--- config.mk ---
export PLATFORM = sky130hd
export DESIGN_NAME = tfis_frac_div
export DESIGN_NICKNAME = d
export VERILOG_FILES = /design/src/hdl/tfis_pkg.sv /design/src/hdl/tfis_frac_div.sv
export SDC_FILE = /design/constraint.sdc
export NUM_CORES = 1
export LEC_CHECK = 0
export ABC_AREA = 0
export BUFFER_PORTS_ARGS = -buffer_cell sky130_fd_sc_hd__buf_2
export CORE_UTILIZATION = 50
export DETAILED_ROUTE_END_ITERATION = 10
export MAX_ROUTING_LAYER = met4
export PLACE_DENSITY = 0.72
export SLEW_MARGIN = 10
export SYNTH_ARGS = -nofsm -noshare
export SYNTH_HDL_FRONTEND = slang
export SYNTH_SLANG_ARGS = --single-unit
--- constraint.sdc ---
create_clock -name clk -period 3.8 [get_ports clk]
set_clock_uncertainty 0.2 [all_clocks]
set_input_delay 0.57 -clock clk [delete_from_list [all_inputs] [get_ports clk]]
set_output_delay 0.57 -clock clk [all_outputs]
set_load 0.01 [all_outputs]
--- src/hdl/tfis_pkg.sv ---
// shared types, codes and defaults for the time to fractional index search block
package tfis_pkg;

	localparam int DEF_TABLE_DEPTH   = 1024;
	localparam int DEF_FRACTION_BITS = 16;

	localparam logic [1:0] OP_CLEAR  = 2'd0;
	localparam logic [1:0] OP_APPEND = 2'd1;
	localparam logic [1:0] OP_QUERY  = 2'd2;

	typedef enum logic [2:0] {
		STATUS_EMPTY   = 3'd0,
		STATUS_BELOW   = 3'd1,
		STATUS_ABOVE   = 3'd2,
		STATUS_LOCATED = 3'd3,
		STATUS_ACK     = 3'd4
	} status_t;

	typedef enum logic [3:0] {
		ST_IDLE,
		ST_FIRST,
		ST_LAST,
		ST_START,
		ST_FWD,
		ST_BWD,
		ST_HI,
		ST_LO,
		ST_DIV,
		ST_DONE
	} state_t;

	typedef struct packed {
		logic [1:0]  operation;
		logic [31:0] time_value;
		logic [9:0]  start_hint;
		logic        use_hint;
	} cmd_t;

	typedef struct packed {
		status_t     status;
		logic [9:0]  index_whole;
		logic [15:0] index_fraction;
		logic [9:0]  position_out;
	} res_t;

	typedef struct packed {
		logic        start;
		logic [31:0] num;
		logic [31:0] den;
	} div_req_t;

endpackage

--- src/hdl/tfis_frac_div.sv ---
// restoring fraction divider, one quotient bit per cycle
module tfis_frac_div #(
	parameter int FRACTION_BITS = tfis_pkg::DEF_FRACTION_BITS
) (
	input  logic                     clk,
	input  logic                     arst_n,
	input  tfis_pkg::div_req_t       req,
	output logic                     done,
	output logic [FRACTION_BITS-1:0] quotient
);
	import tfis_pkg::*;

	localparam int CNTW = $clog2(FRACTION_BITS + 1);

	logic            busy_q;
	logic [CNTW-1:0] cnt_q;
	logic [31:0]     rem_q;
	logic [31:0]     den_q;
	logic [FRACTION_BITS-1:0] quo_q;
	logic [32:0]     shifted;
	logic            ge;

	assign shifted  = {rem_q, 1'b0};
	assign ge       = shifted >= {1'b0, den_q};
	assign done     = busy_q && (cnt_q == '0);
	assign quotient = quo_q;

	always_ff @(posedge clk or negedge arst_n) begin
		if (!arst_n) begin
			busy_q <= 1'b0;
			cnt_q  <= '0;
		end else if (req.start) begin
			busy_q <= 1'b1;
			cnt_q  <= CNTW'(FRACTION_BITS);
		end else if (busy_q) begin
			if (cnt_q == '0) begin
				busy_q <= 1'b0;
			end else begin
				cnt_q <= cnt_q - 1'b1;
			end
		end
	end

	always_ff @(posedge clk) begin
		if (req.start) begin
			rem_q <= req.num;
			den_q <= req.den;
			quo_q <= '0;
		end else if (busy_q && (cnt_q != '0)) begin
			if (ge) begin
				rem_q <= 32'(shifted - {1'b0, den_q});
			end else begin
				rem_q <= shifted[31:0];
			end
			quo_q <= {quo_q[FRACTION_BITS-2:0], ge};
		end
	end

endmodule

# Word level (Yosys, flattened, before mapping)
# Index checks and enable logic that the tools add are counted.
# word_totals
register_bits	86
# classes
add_sub_neg	2
n_lt_le_gt_ge	1
eq_ne	1
mux	9
reduce_logical	7
# ops
cell	count
two-way mux 32 bit	3
>= comparator 33 x 32 -> 1 bit	1
subtractor 32 bit	1
two-way mux 5 bit	3
zero test 5 bit	1
nonzero test 5 bit	1
subtractor 5 x 1 -> 5 bit (second input constant)	1
nonzero test 2 bit	2
two-way mux 1 bit	3
logical AND 1 bit	2
inequality test 2 bit (second input constant)	1
AND reduction 2 bit	1

# Depth between registers and ports, before layout
# depth
word_depth	4
mapped_depth	14
mapped_depth_nobuf	11

# Least setup slack after synthesis
# OpenSTA, ideal clock, no wires.
# synth_path
path_type	reg2reg
start	register rem_q[3]
end	register rem_q[28] (data pin)
setup_ps	256
t_arrival_ps	2512
t_required_ps	3344
setup_slack_ps	831
path_stages_with_launch	12
n_path_buf	2
cell_sequence	edfxtp_1 -> ha_1 -> a21o_1 -> a211oi_1 -> a211o_1 -> a31oi_4 -> a221oi_4 -> a31o_1 -> buf_6 -> buf_2 -> a21oi_1 -> a22o_1
# synth_between
elab_chain_cells	4
word_cells_on_any_way	5
cone_classes	add/sub (1); order compare (1); mux (3)
# synth_lines
element	line_no	text
from (decl)	tfis_frac_div.sv:17	logic [31:0] rem_q;
from (signal assigned)	tfis_frac_div.sv:46	rem_q <= req.num;
from (signal assigned)	tfis_frac_div.sv:51	rem_q <= 32'(shifted - {1'b0, den_q});
from (signal assigned)	tfis_frac_div.sv:53	rem_q <= shifted[31:0];
subtractor 32 bit or >= comparator 33 x 32 -> 1 bit (tied branches)	tfis_frac_div.sv:51, tfis_frac_div.sv:24	
two-way mux 32 bit *	tfis_frac_div.sv:50	if (ge) begin
two-way mux 32 bit *	tfis_frac_div.sv:49	end else if (busy_q && (cnt_q != '0)) begin
two-way mux 32 bit *	tfis_frac_div.sv:45	if (req.start) begin
# Every way passes the cells marked *; elsewhere a longest branch is shown, timed or not. The select of a mux whose other input is x is not followed.
# A chain may end at the register's enable or synchronous reset.

# Worst setup path after layout
# layout_path
start	register rem_q[3]
end	register rem_q[4] (data pin)
# Same word-level chain as after synthesis.

==> flow_summary.yaml <==
sta:
  unrepaired_setup_endpoints_after_global_routing: "false"
  maxClockFrequency_mhz: 290
  timing.final.crit_period_ns: 3.45
  final-hold-violation-count: 0
  max_slew.worst_pin.slew_ns: 0.604
  timing.max_slew.rel_slack_pct: 59.8
  period_share_pct: 90.8
  final-setup-viol-count: 0
  slew_violations: 0
  final.setup.tns_ns: 0
setup_path:
  crit_arrival_ns: 3.38
  path_buf_inv: 1
  startpoint_type: "flip-flop"
  cpMostUsedCell: "a211oi_1"
  worstSetupPathType: "reg2reg"
  crit_path_cell_trace: "ha_1, a21o_1, a211oi_1, a211o_1, a31oi_4, a221oi_4, a31o_4, buf_4, nor2_1, a211oi_1, a21oi_1"
  timing.critical_path.max_delay_family: "compound AO/OA/AOI/OAI gates"
  cp_max_fo: 22
  slowest_stage: "edfxtp_1"
  critical_path.max_stage_delay_ns: 0.41
  critPathRequiredTime_ns: 3.73
  critical_path.endpoint_type: "flip-flop"
grt:
  number_of_antenna_violations_at_the_first_check_in_global_routing: 0
  grt.overflow.total: 0
  grt_max_degree: 57
  grt_first_pass_wirelength_um: 19800
  number_of_global_route_vias_before_repair: 4196
  grt_util_all_layers_pct: 23.2
placement:
  placed_area_um2: 5860
  gp_congestion: 0.893
  port_buffers: 83
  dpl.cell_count: 779
  detailedPlacementHpwl_um: 8560
routing:
  drc_errors: 0
  drt.antenna.violating_nets: 0
  route.detailed.vias_per_inst: 5.45
  via_count: 4335
  detail_route.iter0.violations: 184
  drt-total-wl_um: 11700
  firstDrtPassIters: 5
  avgRoutedWirePerCell_um: 14.7
floorplan:
  design.die.area_um2: 11100
  die_height_um: 105
  initial_utilization_pct: 51.8
  ios: 84
  fp-row-count: 37
  core-area_um2: 10300
  die_w_um: 105
cells_and_area:
  num_antenna_cells: 0
  post_layout_nonfiller_instances: 796
  final_layout_size_suffix_gt1_share_pct: 17.3
  flow.area_growth_from_synthesis_pct: 13.3
  layout.cell_area.non_filler_um2: 6060
  post-route-util_pct: 58.7
  fin_nets: 757
logic_synthesis:
  ys_types: 54
  synthesis.instances: 580
  synth.yosys.warnings: 0
  syn-mean-instance-area_um2: 9.22
  ys_async_sr_fraction_pct: 6.98
  synth_enable_flop_cells: 64
  post_synthesis_sequential_element_count: 86
  syn_nets: 682
  synth_flop_cell: "edfxtp_1"
  synth.cell_area_um2: 5350
  synth_sequential_area_ratio_pct: 44.7
job:
  timing.max_cap.violations: 0
clock_tree:
  ctsLongestPathBuffers: 2
  clk-insertion-delay-late_ns: 0.40
  clk_pin_slew_ns: 0.10
  cts_made_buffers: 9
  cts_root_buffer: "clkbuf_8"
  cts_tree: "done"
  cts.htree.levels: 3
  clkSinkCount: 86
status:
  outcome: "completed"
hold_path:
  holdCritPathClass: "in2reg"
power_and_ir_drop:
  worst_ir_drop_vdd_uv: 364
  power.leakage_nw: 2.65
  power-per-cell-area_nw_per_um2: 826
==> sequential cells by signal, indices dropped and copies added, names as in the netlist <==
register,cells
rem_q,32
den_q,32
busy_q,1
cnt_q,5
quotient,16
==> metrics by stage <==
stage	setup WS [ns]	total power, W	hold slack (ns)
5_1_grt	0.0732	0.00545	0.121
4_1_cts	0.302	0.00501	0.123
3_5_place_dp	0.337	0.00437	0.199
3_3_place_gp	0.395	0.00432	0.197
6_report	0.350	0.00500	0.142
2_1_floorplan	0.831	0.00380	0.0744
==> synth_stat cells, drive strengths merged (2+ instances only) <==
cell     n  area share, %
nand2b  11            1.3
and4     2           0.33
buf     12            1.3
a31oi    2           0.51
inv     43            3.0
nand2   80            5.6
a21o    14            2.0
xor2    15            2.5
nor4     4           0.47
a31o     3           0.49
nor2    44            3.1
mux2     2           0.42
o31ai    4           0.56
o21a     6           0.84
o211ai   4           0.56
nand3    7           0.66
nand4    3           0.35
or3      5           0.59
edfxtp  64             36
and2     4           0.47
dfxtp   16            6.0
ha      34            8.0
clkbuf  15            1.1
mux2i    8            1.5
nor3     5           0.56
a211o    2           0.33
a211oi  10            1.4
and3     2           0.23
a311oi   2           0.33
o31a     2           0.33
xnor2   16            2.6
a21oi   70            6.6
o21ai   46            4.3
nor2b    4           0.47
dfrtp    6            2.8
==> report_power, final <==
part	switching [W]	internal, W	leakage, nW	total, W
clock	0.000365	0.000245	0.0948	0.000611
combinational	0.00171	0.00120	1.70	0.00291
sequential	0.000147	0.00134	0.859	0.00148
total	0.00222	0.00278	2.65	0.00500
==> cell families (layout without fill, tap and decap cells) <==
| family | count (synthesis) | count (layout) | synth area share (%) |
|---|---|---|---|
| buffers and inverters | 70 | 150 | 5.38 |
| muxes | 10 | 10 | 1.92 |
| AOI/OAI and AO/OA | 174 | 174 | 19.9 |
| xor gates and xnor gates | 31 | 31 | 5.08 |
| and+or+nand+nor | 174 | 174 | 14.6 |
| DFF | 86 | 86 | 44.7 |
| adders and majority gates | 35 | 35 | 8.33 |
==> final cells by class <==
type                       instances  area, um^2
fill                             963        4270
multi-input combinational        424        2680
sequential                        86        2390
timing repair buffer              91         480
tap                              136         170
inverter                          43         161
clock buffer                       9         124
clock inverter                     7        53.8
==> placed cells by master, fill, tap and decap left out, drive strengths merged, types with 5 or more instances in the layout <==
cell    count
a211oi     10
a21o       14
a21oi      70
buf        90
clkbuf      9
dfrtp       6
dfxtp      16
edfxtp     64
ha         34
inv        47
mux2i       8
nand2      80
nand2b     11
nand3       7
nor2       44
nor3        5
o21a        6
o21ai      46
or3         5
xnor2      16
xor2       15
==> routing by layer <==
metal	global-route usage, %	vias to the layer above	wire length [um]
met5	-	-	0
met4	8.65	0	199
met3	5.94	12	706
met2	35.4	108	5270
met1	29.8	2004	5530
li1	-	2211	-
==> timing repair <==
item                                    in CTS  in global routing
hold endpoints to repair                     6                  0
buffers inserted                             0                  0
endpoints found under the setup margin       0                  1
resized for setup                            0                  1
hold buffers                                 1                  0
==> path summary, 6_finish.rpt <==
kind                                      startpoint                   endpoint  slack (ns)  cells past startpoint
max in group asynchronous                     arst_n       cnt_q[4]$_DFFE_PN0P_        2.95                      2
setup / recovery                  rem_q[3]$_DFFE_PP_         rem_q[4]$_DFFE_PP_        0.35                     11
min in group asynchronous                     arst_n           busy_q$_DFF_PN0_        0.32                      2
hold / removal                                req[9]         den_q[9]$_DFFE_PP_        0.14                      1
hold reg to reg            quotient[15]$_SDFFE_PP0P_  quotient[15]$_SDFFE_PP0P_        0.27                      2
setup reg to reg                  rem_q[3]$_DFFE_PP_         rem_q[4]$_DFFE_PP_        0.35                     11
Power figures use the tool's default switching activity.
